**config.mk**
```make
export PLATFORM = sky130hd
export DESIGN_NAME = radix_digit_converter_core
export DESIGN_NICKNAME = d
export VERILOG_FILES = /design/src/sv/rdc_pkg.sv /design/src/sv/radix_digit_converter_core.sv
export SDC_FILE = /design/constraint.sdc
export NUM_CORES = 1
export LEC_CHECK = 0
export ABC_AREA = 0
export BUFFER_PORTS_ARGS = -buffer_cell sky130_fd_sc_hd__buf_2
export CAP_MARGIN = 20
export CELL_PAD_IN_SITES_DETAIL_PLACEMENT = 1
export CELL_PAD_IN_SITES_GLOBAL_PLACEMENT = 1
export CORE_UTILIZATION = 49
export CTS_BUF_LIST = sky130_fd_sc_hd__clkbuf_4 sky130_fd_sc_hd__clkbuf_8
export CTS_CLUSTER_DIAMETER = 30
export CTS_CLUSTER_SIZE = 10
export DETAILED_ROUTE_END_ITERATION = 10
export PLACE_DENSITY_LB_ADDON = 0.3
export SETUP_SLACK_MARGIN = 0.15
export SLEW_MARGIN = 0
export SYNTH_ARGS = -nofsm -noshare
export SYNTH_HDL_FRONTEND = slang
export SYNTH_SLANG_ARGS = --single-unit
```
**constraint.sdc**
```tcl
create_clock -name clk -period 5.58 [get_ports clk]
set_clock_uncertainty 0.2 [all_clocks]
set_input_delay 1.395 -clock clk [delete_from_list [all_inputs] [get_ports clk]]
set_output_delay 1.395 -clock clk [all_outputs]
set_load 0.01 [all_outputs]
```
**src/sv/rdc_pkg.sv**
```systemverilog
// Types, constants and microcode table of the radix digit converter.
`default_nettype none

package rdc_pkg;

  localparam logic [6:0] CHAR_ZERO = 7'd48;
  localparam logic [6:0] CHAR_A = 7'd65;
  localparam logic [4:0] RADIX_RESET = 5'd10;
  localparam logic [4:0] RADIX_MIN = 5'd2;
  localparam logic [4:0] RADIX_MAX = 5'd16;
  localparam logic REG_RADIX = 1'b0;

  typedef logic [2:0] step_t;

  localparam step_t STEP_IDLE = 3'd0;
  localparam step_t STEP_TEST = 3'd1;
  localparam step_t STEP_DIV = 3'd2;
  localparam step_t STEP_PUSH = 3'd3;
  localparam step_t STEP_POP = 3'd4;
  localparam step_t STEP_EMIT = 3'd5;

  typedef enum logic [2:0] {
    OP_NOP,
    OP_LOAD,
    OP_CLRDIV,
    OP_DIV,
    OP_PUSH,
    OP_POP,
    OP_EMIT
  } op_t;

  typedef enum logic [2:0] {
    JMP_NEVER,
    JMP_ALWAYS,
    JMP_NO_START,
    JMP_Q_ZERO,
    JMP_BITS_LEFT,
    JMP_EMPTY
  } cond_t;

  typedef struct packed {
    op_t   op;
    cond_t cond;
    step_t target;
  } ctrl_t;

  function automatic ctrl_t ucode(step_t s);
    ctrl_t w;
    begin
      case (s)
        STEP_IDLE: w = '{op: OP_LOAD, cond: JMP_NO_START, target: STEP_IDLE};
        STEP_TEST: w = '{op: OP_CLRDIV, cond: JMP_Q_ZERO, target: STEP_POP};
        STEP_DIV: w = '{op: OP_DIV, cond: JMP_BITS_LEFT, target: STEP_DIV};
        STEP_PUSH: w = '{op: OP_PUSH, cond: JMP_ALWAYS, target: STEP_TEST};
        STEP_POP: w = '{op: OP_POP, cond: JMP_EMPTY, target: STEP_IDLE};
        STEP_EMIT: w = '{op: OP_EMIT, cond: JMP_ALWAYS, target: STEP_POP};
        default: w = '{op: OP_NOP, cond: JMP_ALWAYS, target: STEP_IDLE};
      endcase
      return w;
    end
  endfunction

  function automatic logic [6:0] digit_ascii(logic [3:0] d);
    begin
      if (d < 4'd10) begin
        return CHAR_ZERO + {3'b000, d};
      end else begin
        return CHAR_A + {3'b000, d - 4'd10};
      end
    end
  endfunction

endpackage

`default_nettype wire

```
**src/sv/radix_digit_converter_core.sv**
```systemverilog
// Top level of the radix digit converter: microcoded sequencer and datapath.
//
// A request is taken when start is high and busy is low; in_value is then
// converted to the base held in the radix register (index 0, byte address 0,
// written over the APB-style port; values below 2 act as 2, above 16 as 16).
// Each value is divided by the base one quotient bit per cycle, and every
// remainder is pushed onto a digit stack. The stack is then popped and each
// digit appears as an ASCII character on out_digit_char for one cycle with
// out_strobe high, most significant first; out_last_digit marks the final one.
// A value of zero produces no digits. Digits beyond STACK_DEPTH are dropped.
// The quotient is formed by a bit-serial divider loop, and no two digit
// strobes come back to back. Busy stays high until the last digit is shown.
// The receiver cannot stall the output. Reset clears the sequencer, the
// stack count and the output strobe, and sets the radix to 10.
`default_nettype none

module radix_digit_converter_core
  import rdc_pkg::*;
#(
  parameter int VALUE_BITS = 31,
  parameter int STACK_DEPTH = 32
) (
  input  wire logic                  clk,
  input  wire logic                  rst_n,
  input  wire logic                  psel,
  input  wire logic                  penable,
  input  wire logic                  pwrite,
  input  wire logic [2:0]            paddr,
  input  wire logic [31:0]           pwdata,
  output logic      [31:0]           prdata,
  output logic                       pready,
  input  wire logic                  start,
  output logic                       busy,
  input  wire logic [VALUE_BITS-1:0] in_value,
  output logic                       out_strobe,
  output logic      [6:0]            out_digit_char,
  output logic                       out_last_digit
);

  localparam int AW = (STACK_DEPTH > 1) ? $clog2(STACK_DEPTH) : 1;
  localparam int CW = $clog2(STACK_DEPTH + 1);
  localparam int BW = $clog2(VALUE_BITS);
  localparam logic [BW-1:0] BIT_LAST = BW'(VALUE_BITS - 1);
  localparam logic [CW-1:0] CNT_FULL = CW'(STACK_DEPTH);

  logic [4:0] radix_r;
  logic [4:0] base;
  step_t pc_r;
  step_t pc_nxt;
  ctrl_t cw;
  logic jump;
  logic [VALUE_BITS-1:0] q_r;
  logic [4:0] rem_r;
  logic [4:0] rem_sh;
  logic rem_ge;
  logic [BW-1:0] bit_r;
  logic [CW-1:0] cnt_r;
  logic [3:0] stack_mem [STACK_DEPTH];
  logic [3:0] rd_data_r;
  logic do_pop;
  logic do_push;
  logic out_strobe_r;
  logic [6:0] out_char_r;
  logic out_last_r;

  assign pready = 1'b1;
  assign prdata = (paddr[2] == REG_RADIX) ? {27'd0, radix_r} : 32'd0;

  always_ff @(posedge clk) begin
    if (!rst_n) begin
      radix_r <= RADIX_RESET;
    end else if (psel && penable && pwrite && pready && (paddr[2] == REG_RADIX)) begin
      radix_r <= pwdata[4:0];
    end
  end

  always_comb begin
    if (radix_r < RADIX_MIN) begin
      base = RADIX_MIN;
    end else if (radix_r > RADIX_MAX) begin
      base = RADIX_MAX;
    end else begin
      base = radix_r;
    end
  end

  assign cw = ucode(pc_r);
  assign busy = (pc_r != STEP_IDLE);

  always_comb begin
    case (cw.cond)
      JMP_NEVER: jump = 1'b0;
      JMP_ALWAYS: jump = 1'b1;
      JMP_NO_START: jump = !start;
      JMP_Q_ZERO: jump = (q_r == '0);
      JMP_BITS_LEFT: jump = (bit_r != BIT_LAST);
      JMP_EMPTY: jump = (cnt_r == '0);
      default: jump = 1'b1;
    endcase
    pc_nxt = jump ? cw.target : step_t'(pc_r + 3'd1);
  end

  always_ff @(posedge clk) begin
    if (!rst_n) begin
      pc_r <= STEP_IDLE;
    end else begin
      pc_r <= pc_nxt;
    end
  end

  assign rem_sh = {rem_r[3:0], q_r[VALUE_BITS-1]};
  assign rem_ge = (rem_sh >= base);
  assign do_pop = (cw.op == OP_POP) && (cnt_r != '0);
  assign do_push = (cw.op == OP_PUSH) && (cnt_r < CNT_FULL);

  always_ff @(posedge clk) begin
    if (!rst_n) begin
      cnt_r <= '0;
    end else if ((cw.op == OP_LOAD) && start) begin
      cnt_r <= '0;
    end else if (do_push) begin
      cnt_r <= cnt_r + CW'(1);
    end else if (do_pop) begin
      cnt_r <= cnt_r - CW'(1);
    end
  end

  always_ff @(posedge clk) begin
    case (cw.op)
      OP_LOAD: begin
        if (start) begin
          q_r <= in_value;
        end
      end
      OP_CLRDIV: begin
        rem_r <= '0;
        bit_r <= '0;
      end
      OP_DIV: begin
        rem_r <= rem_ge ? (rem_sh - base) : rem_sh;
        q_r <= {q_r[VALUE_BITS-2:0], rem_ge};
        bit_r <= bit_r + BW'(1);
      end
      default: begin
      end
    endcase
  end

  always_ff @(posedge clk) begin
    if (do_push) begin
      stack_mem[cnt_r[AW-1:0]] <= rem_r[3:0];
    end
    if (do_pop) begin
      rd_data_r <= stack_mem[AW'(cnt_r - CW'(1))];
    end
  end

  always_ff @(posedge clk) begin
    if (!rst_n) begin
      out_strobe_r <= 1'b0;
    end else begin
      out_strobe_r <= (cw.op == OP_EMIT);
    end
  end

  always_ff @(posedge clk) begin
    if (cw.op == OP_EMIT) begin
      out_char_r <= digit_ascii(rd_data_r);
      out_last_r <= (cnt_r == '0);
    end
  end

  assign out_strobe = out_strobe_r;
  assign out_digit_char = out_char_r;
  assign out_last_digit = out_last_r;

endmodule

`default_nettype wire

```
# After elaboration in Yosys (flattened, before gate mapping)
# Memories as Yosys holds them, arrays and structs flattened. A register that Yosys moved wholly into a read port is not among the register bits.
# Index checks and enable logic that the tools add are counted.
[totals]
ram_bits = 128
word_cells = 76
n_memories = 1
register_bits = 63
out_inout_bits = 43
[mem_list]
columns = ["name", "depth", "word_bits", "read_ports", "rd_ports_with_merged_regs", "wr", "line_no", "text"]
rows = [
  ["stack_mem", 32, 4, 1, 1, 1, "radix_digit_converter_core.sv:58", "logic [3:0] stack_mem [STACK_DEPTH];"],
]
[classes]
addsub = 8
n_reduce_logical = 18
order_cmp = 5
muxes = 16
n_eq_ne = 17
bitwise = 2
[ops]
columns = ["op", "n"]
rows = [
  ["one-hot mux 31 bit (2 select lines)", 1],
  ["one-hot mux 9 bit (6 select lines)", 1],
  ["zero test 31 bit", 1],
  ["2-to-1 mux 31 bit", 1],
  ["equality test 3 bit, second input constant", 7],
  ["equality test 3 x 2 -> 1 bit, second input constant", 6],
  ["2-to-1 mux 5 bit", 3],
  ["2-to-1 mux 6 bit", 2],
  ["one-hot mux 5 bit (2 select lines)", 1],
  ["one-hot mux 4 bit (2 select lines)", 1],
  ["adder 6 x 4 -> 7 bit, first input constant", 1],
  ["adder 7 x 4 -> 7 bit, first input constant", 1],
  ["2-to-1 mux 7 bit", 1],
  ["adder 6 x 1 -> 6 bit, second input constant", 1],
  ["equality test 3 x 1 -> 1 bit, second input constant", 2],
  ["logical AND 1 bit", 6],
  ["zero test 3 bit", 2],
  ["zero test 6 bit", 1],
  ["< comparator 6 bit, second input constant", 1],
  ["nonzero test 2 bit", 3],
  ["nonzero test 6 bit", 1],
  ["subtractor 6 x 1 -> 6 bit, second input constant", 1],
  ["adder 5 x 1 -> 5 bit, second input constant", 1],
  ["greater-or-equal comparator 5 bit", 1],
  ["17 further kinds", 19],
]

# Logic depth before layout (Yosys ltp)
# Gate-level depths: netlist (run 1).
[logic_depth]
word_depth = 6
ltp_mapped = 10
depth_no_buf = 9

# Least setup slack after synthesis (run 1)
# No wires, ideal clock.
[synth_path]
path_type = "input-to-reg"
startpoint = "input port start"
endpoint = "register q_r[0], enable pin"
n_path_buf = 0
cell_stages = 2
slack_ps = 1139
setup_ps = 467
arrival_ps = 3775
path_cell_list = "o21ai_0 -> a21boi_0"
[synth_via]
elab_chain_len = 2
[synth_lines]
columns = ["item", "line_no", "text"]
rows = [
  ["from (decl)", "radix_digit_converter_core.sv:32", "input wire logic start,"],
  ["!= test 2 bit (no line)", "-", ""],
  ["AND reduction 2 bit (no line)", "-", ""],
  ["to (signal assigned)", "radix_digit_converter_core.sv:132", "q_r <= in_value;"],
  ["to (signal assigned)", "radix_digit_converter_core.sv:141", "q_r <= {q_r[VALUE_BITS-2:0], rem_ge};"],
  ["to (decl)", "radix_digit_converter_core.sv:52", "logic [VALUE_BITS-1:0] q_r;"],
]
# Every way passes these cells.
# A chain may end at the register's enable or synchronous reset.

# Worst setup path after layout (run 1)
[layout_path]
startpoint = "register pc_r[1]"
endpoint = "memory stack_mem[16][0], enable pin"
[layout_via]
elab_chain_len = 6
elab_cells_between_ends = 11
[layout_lines]
columns = ["item", "line_no", "text"]
rows = [
  ["from (decl)", "radix_digit_converter_core.sv:48", "step_t pc_r;"],
  ["from (signal assigned)", "radix_digit_converter_core.sv:107", "pc_r <= pc_nxt;"],
  ["equality test 3 bit (tied with other cells)", "rdc_pkg.sv:50", "case (s)"],
  ["one-hot mux 9 bit (6 select lines) (*)", "rdc_pkg.sv:50", ""],
  ["equality test 3 bit (*)", "radix_digit_converter_core.sv:114", "assign do_push = (cw.op == OP_PUSH) && (cnt_r < CNT_FULL);"],
  ["logical AND 1 bit (*)", "radix_digit_converter_core.sv:114", ""],
  ["2-to-1 mux 1 bit (*)", "radix_digit_converter_core.sv:150", "if (do_push) begin"],
  ["2-to-1 mux 1 bit (not written as such) (*)", "radix_digit_converter_core.sv:151", "stack_mem[cnt_r[AW-1:0]] <= rem_r[3:0];"],
  ["to (decl)", "radix_digit_converter_core.sv:58", ""],
]
# Every way passes the cells marked *; elsewhere a longest branch is shown, timed or not.

==> reports/metrics.yaml, run 1 <==
sta:
  maxSlewHeadroom: 0.496
  hold_violations: 0
  rsz0062_at_grt: "false"
  max_freq_ghz: 0.268
  post-route-min-period_ns: 3.73
  finalSetupTns_ns: 0
  tightest_slew_ns: 0.757
  final-max-slew-violation-count: 0
  setup_violations: 0
  finalCritPeriodShare: 0.669
layout:
  fin_cells: 940
  syn_to_final_growth_pct: 9.92
  nNetsFinal: 795
  diodes: 0
  drive_above_1_share: 0.204
clocking:
  clk_pin_slew_worst_paths_ns: 0.10
  cts_tree: "built"
  cts_num_sinks: 195
  cts_hold_buf: 0
  clockBufferDepth: 2
  clk_latency_ns: 0.48
  post_cts_buffers: 0
  htree_levels: 4
  clockRootBuffer: "clkbuf_8"
  cts_buffers: 17
  ctsResizeCount: 0
global_route:
  use_met1: 0.284
  grt_usage: 0.213
  grt_use_met2: 0.351
  antenna_found_initial: 0
  top_usage_layer: "met2"
  grt_pass1_wl_um: 29200
  grt_pass1_vias: 5440
  grtUsageMet3: 0.0396
  grt_start_max_net_pins: 40
  overflow: 0
floorplanning:
  die_w_um: 137
  ioPinCount: 115
  core_area_sq_mm: 0.0175
  initial_core_util: 0.508
  fp-row-count: 48
  die_area_sq_mm: 0.0187
  die_h_um: 137
logic_synthesis:
  synth_top_area_frac: 0.609
  synthArstFlopShare: 0
  avgSynthCellArea_sq_um: 13.8
  synth_edf_count: 180
  synth_top_cell_by_area: "edfxtp_1"
  netlist_instances: 641
  syn_area_sq_mm: 0.00888
  synth_cell_types: 54
  ys.flop_type: "edfxtp_1"
  synthTopCellsByArea: "edfxtp_1 (61%), mux4_2 (8.1%), nand2_1 (5.1%)"
  synth_seq_cells: 195
  synth_warnings: 0
  yosysSeqAreaShare: 0.643
setup_path:
  crit_top_cell: "ha_1"
  critPathTopFamily: "simple AND/OR/NAND/NOR gates"
  reg2reg_slack_ns: 1.85
  path_cells: "ha_1, ha_1, or3b_4, a2111oi_4, nand2_1, nor2_1"
  path_class: "reg -> reg"
  ff2ff_path_depth: 6
  start_kind: "register"
  critical_path_buf_inv_count: 0
  reg2reg_from: "pc_r[1]"
  required_ns: 5.51
  critPathMaxStageDelay_ns: 0.70
  critPathSlowestCell: "a2111oi_4"
  crit_arrival_ns: 3.66
  worstSetupEndpointType: "register"
  worstPathMaxFanout: 11
  r2r-end: "stack_mem[16][0]"
drt:
  drtAntennaViolNets: 0
  avgViaCountPerCell: 5.58
  drtIter0Drc: 288
  drt-pass1-iter-count: 4
  vias: 5243
  drc_errors: 0
  wl_per_cell_um: 19.9
  drt-total-wl_um: 18700
placement:
  gp_congestion: 0.860
  placed_cells: 904
  port_buffers: 57
  place_hpwl_um: 12800
power_and_ir_drop:
  total_power_mw: 4.34
  ir_drop_uv: 305
  p_per_area_mw_per_mm2: 444
  leakagePower_nw: 3.55
hold_path:
  hold_start: "radix_r[4]"
  whs_path_depth: 2
  worstHoldEndpoint: "radix_r[4]"
  hold_class: "reg -> reg"
flow_run:
  maxCapViolCount: 0
outcome:
  status: "finished clean"
## cells in the mapped netlist (3+ instances only)
library cell and number:
edfxtp_1 180, nand2_1 120, nor2_1 50, mux4_2 32, buf_4 31, ha_1 20
mux2i_1 20, dfxtp_1 15, inv_1 14, clkbuf_1 13, nand3_1 11, nor2b_1 11
a21oi_1 9, o21ai_0 9, buf_2 8, nor3_1 7, nor4_1 7, or3_1 7
xnor2_1 7, xor2_1 6, nand4_1 5, a221oi_1 4, a32o_1 4, nand2b_1 4
nand3b_1 4, o22ai_1 4, mux2_2 3, o21a_1 3
## worst max path at each step
| stage | endpoint | cells past startpoint | start | slack, ns |
|---|---|---|---|---|
| after floorplan | q_r[0] | 2 | start | 1.14 |
| after global placement | stack_mem[14][1] | 6 | pc_r[1] | 2.02 |
| after detailed placement | stack_mem[16][2] | 6 | pc_r[1] | 1.88 |
| after CTS | stack_mem[16][0] | 6 | pc_r[1] | 1.85 |
| after global routing | stack_mem[16][2] | 6 | pc_r[1] | 1.71 |
| final | stack_mem[16][0] | 6 | pc_r[1] | 1.85 |
## worst reg2reg max path, cell delays in order, from the launching register on
cell	delay [ns]
dfxtp_1	0.54
ha_1	0.23
ha_1	0.26
or3b_4	0.45
a2111oi_4	0.70
nand2_1	0.51
nor2_1	0.51
## kinds of logic (layout without fill, tap and decap cells)
logic type	count (synthesis)	in the layout	synth area share
buffers and inverters	67	115	0.0434
AO/OA/AOI/OAI	49	49	0.0421
XOR/XNOR	13	13	0.0128
AND/OR/NAND/NOR	239	239	0.120
multiplexers	55	55	0.108
adder cells (fa/ha/maj)	21	21	0.0304
other	2	28	0.000846
flip-flops	195	195	0.643
## layout by cell type, fill, tap and decap left out, types with 3 or more instances in the layout
cell / Yosys / final
a21oi_1: 9 / 9
a221oi_1: 4 / 4
a32o_1: 4 / 4
buf_16: 0 / 3
buf_2: 8 / 58
buf_4: 31 / 8
clkbuf_8: 0 / 17
clkinvlp_4: 0 / 3
conb_1: 2 / 28
dfxtp_1: 15 / 14
edfxtp_1: 180 / 180
ha_1: 20 / 20
inv_1: 14 / 14
mux2_2: 3 / 3
mux2i_1: 20 / 20
mux4_2: 32 / 32
nand2_1: 120 / 120
nand2b_1: 4 / 4
nand3_1: 11 / 11
nand3b_1: 4 / 4
nand4_1: 5 / 5
nor2_1: 50 / 50
nor2b_1: 11 / 11
nor3_1: 7 / 6
nor4_1: 7 / 7
o21a_1: 3 / 3
o21ai_0: 9 / 9
o22ai_1: 4 / 4
or3_1: 7 / 7
xnor2_1: 7 / 7
xor2_1: 6 / 6
## layer usage
| metal | share of wire | wire length [um] | up-vias |
|---|---|---|---|
| li1 | - | - | 2429 |
| met1 | 0.44 | 8210 | 2632 |
| met2 | 0.50 | 9290 | 161 |
| met3 | 0.046 | 861 | 21 |
| met4 | 0.016 | 295 | 0 |
| met5 | 0 | 0 | - |
## flip-flops by register name, indices dropped and copies added, names as in the netlist
register and count:
bit_r 5, rem_r 4, radix_r 5, cnt_r 6, out_last_digit 1, rd_data_r 4, q_r 31, pc_r 3
out_strobe 1, stack_mem 128, out_digit_char 7
## through the flow
stage	area, sq um	hold WS [ns]	utilization	setup WS, ns
after floorplan	8970	0.278	-	1.14
after global placement	9280	0.314	0.531	2.02
after detailed placement	9280	0.328	0.531	1.88
after CTS	9670	0.358	0.553	1.85
after global routing	9760	0.380	0.558	1.71
final	9760	0.350	0.558	1.85
## cell type report
class | instances | area [sq um]
inverters | 14 | 52.6
clock inverters | 15 | 158
well taps | 225 | 282
flip-flops and latches | 195 | 5710
fillers | 1726 | 7720
multi-input cells | 405 | 2890
repair buffers | 69 | 433
clock buffers | 17 | 234
## power breakdown
part	switching (mW)	internal, mW
clock network	0.508	0.402
registers	0.164	2.04
logic	0.792	0.425
total	1.47	2.87
Note: power is estimated with default switching activity, not from simulation.
==> run 2: changes to the inputs <==
- CORE_UTILIZATION: 49 -> 45
- clock period: 5.58 -> 3.26 ns (I/O delays scaled with it)
==> run 2 against run 1 <==
Against the previous run: clock-buffer cell count did not move; cell area rose by 1.8%; global-route usage fell by 1.4 points; register-to-register slack got worse by 1.7 ns; worst setup slack got worse by 1.7 ns; critical path type unchanged; die area rose by 8.8%; clock power rose by 67%; sequential cell count did not move; maximum frequency rose by 21%; highest routed layer unchanged; non-clock buffer count rose by 19; cell count rose by 6.3%; power rose by 70%.
==> reports/metrics.yaml, run 2 (synthesized netlist as in run 1, its figures left out) <==
clocking:
  cts_tree: "built"  # unchanged
  htree_levels: 4  # unchanged
  clockBufferDepth: 2  # unchanged
  clk_pin_slew_worst_paths_ns: 0.10  # about the same
  cts_buffers: 17  # unchanged
  clk_latency_ns: 0.47  # was 0.48 ns
  clockRootBuffer: "clkbuf_8"  # unchanged
  cts_num_sinks: 195  # unchanged
  post_cts_buffers: 0  # unchanged
sta:
  hold_violations: 0  # unchanged
  final-max-slew-violation-count: 0  # unchanged
  post-route-min-period_ns: 3.09  # was 3.73 ns
  rsz0062_at_grt: "true"  # was false
  finalSetupTns_ns: 0  # unchanged
  tightest_slew_ns: 0.745  # was 0.757 ns
  setup_violations: 0  # unchanged
  layout_setup_ws_ns: 0.174  # was 1.85 ns
  maxSlewHeadroom: 0.502  # was 0.496
  finalCritPeriodShare: 0.947  # was 0.669
  max_freq_ghz: 0.324  # was 0.268 GHz
drt:
  drt-total-wl_um: 19000  # was 18,700 um
  drtIter0Drc: 399  # was 288
  drc_errors: 0  # unchanged
  drt-pass1-iter-count: 4  # unchanged
  wl_per_cell_um: 19.0  # was 19.9 um
  vias: 5203  # was 5,243
  drtAntennaViolNets: 0  # unchanged
  avgViaCountPerCell: 5.21  # was 5.58
layout:
  largest_register_ffs: 128  # unchanged
  syn_to_final_growth_pct: 12.0  # was 9.92%
  final_common_cell: "edfxtp_1"  # unchanged
  nNetsFinal: 814  # was 795
  final_cell_mix: "edfxtp_1 (180), nand2_1 (120), buf_2 (57), nor2_1 (35), mux4_2 (32)"  # was edfxtp_1 (180), nand2_1 (120), buf_2 (58), nor2_1 (50), mux4_2 (32)
  drive_above_1_share: 0.247  # was 0.204
  diodes: 0  # unchanged
  final_core_util: 0.512  # was 0.558
floorplanning:
  core_area_sq_mm: 0.0194  # was 0.0175 sq mm
  ioPinCount: 115  # unchanged
  fp-row-count: 51  # was 48
  die_w_um: 142  # was 137 um
  die_area_sq_mm: 0.0203  # was 0.0187 sq mm
  initial_core_util: 0.458  # was 0.508
  die_h_um: 142  # was 137 um
power_and_ir_drop:
  ir_drop_uv: 384  # was 305 uV
  leakagePower_nw: 3.62  # was 3.55 nW
  p_per_area_mw_per_mm2: 740  # was 444 mW/mm^2
global_route:
  grt_pass1_vias: 5523  # was 5,440
  grt_usage: 0.199  # was 0.213
  overflow: 0  # unchanged
  antenna_found_initial: 0  # unchanged
  grt_pass1_wl_um: 30100  # was 29,200 um
  grt_start_max_net_pins: 36  # was 40
setup_path:
  worstPathMaxFanout: 11  # unchanged
  worstSetupEndpointType: "register"  # unchanged
  reg2reg_slack_ns: 0.17  # was 1.85 ns
  crit_arrival_ns: 3.01  # was 3.66 ns
  required_ns: 3.18  # was 5.51 ns
  path_class: "reg -> reg"  # unchanged
  start_kind: "register"  # unchanged
outcome:
  status: "finished clean"  # unchanged
placement:
  port_buffers: 57  # unchanged
  gp_congestion: 0.884  # was 0.860
  place_hpwl_um: 13500  # was 12,800 um
  pre_cts_ws_ns: 0.166  # was 1.88 ns
hold_path:
  hold_class: "reg -> reg"  # unchanged
flow_run:
  maxCapViolCount: 0  # unchanged
==> run 2: cell types whose count changed in the layout (fill, tap and decap cells not counted), sizes merged <==
cell	change
bufinv	-1
clkinv	-2
inv	+3
buf	+19
==> run 2: stage by stage <==
stage / total power [mW] / hold WS (ns) / cells / cell area [sq um]
finish: 7.35 / 0.351 / 999 / 9940
global route: 7.77 / 0.369 / 999 / 9940
CTS: 7.43 / 0.343 / 999 / 9900
detailed placement: 5.92 / 0.329 / 967 / 9510
global placement: 5.74 / 0.303 / 967 / 9510
floorplan: 5.14 / 0.278 / 667 / 8980
==> run 2: area by class of cell <==
type	count	area, sq um
Clock inverter	15	148
Tap cell	265	332
Clock buffer	17	234
Fill cell	2017	9460
Inverter	14	52.6
Timing Repair Buffer	88	531
Multi-Input combinational cell	405	2930
Sequential cell	195	5710
==> run 2: path summary, 6_finish.rpt <==
path                              start          endpoint  depth (start not counted)
worst max-delay path            pc_r[0]  stack_mem[19][0]                          7
worst min register to register  q_r[16]           q_r[17]                          2
worst min-delay path            q_r[16]           q_r[17]                          2
worst max register to register  pc_r[0]  stack_mem[19][0]                          7
==> run 2: timing repair <==
| item | 4_1_cts | 5_1_grt |
|---|---|---|
| pin swaps | 0 | 0 |
| setup endpoints to repair | 4 | 88 |
| gates cloned | 0 | 0 |
| hold buffers | 0 | 0 |
| gates resized for setup | 1 | 15 |
==> run 2: worst max-delay path: stages, from the launching register on <==
cell and delay, ns:
dfxtp_1 0.48, ha_1 0.21, ha_1 0.24, or3b_4 0.45, a2111oi_4 0.34, buf_4 0.22, nand2_2 0.18, nor2_1 0.42
==> run 2: metal layers <==
metal  GRT usage  wire length (um)  up-vias
met3      0.0343               581       23
met4      0.0679               339        0
met5           0                 0        -
met2       0.343              9730       97
li1            -                 -     2472
met1       0.255              8330     2611
==> run 2: power breakdown <==
group | total [mW] | internal (mW) | leakage, nW | switching (mW)
clock | 1.52 | 0.627 | 0.187 | 0.897
combinational | 2.13 | 0.694 | 1.66 | 1.44
sequential | 3.70 | 3.50 | 1.77 | 0.197
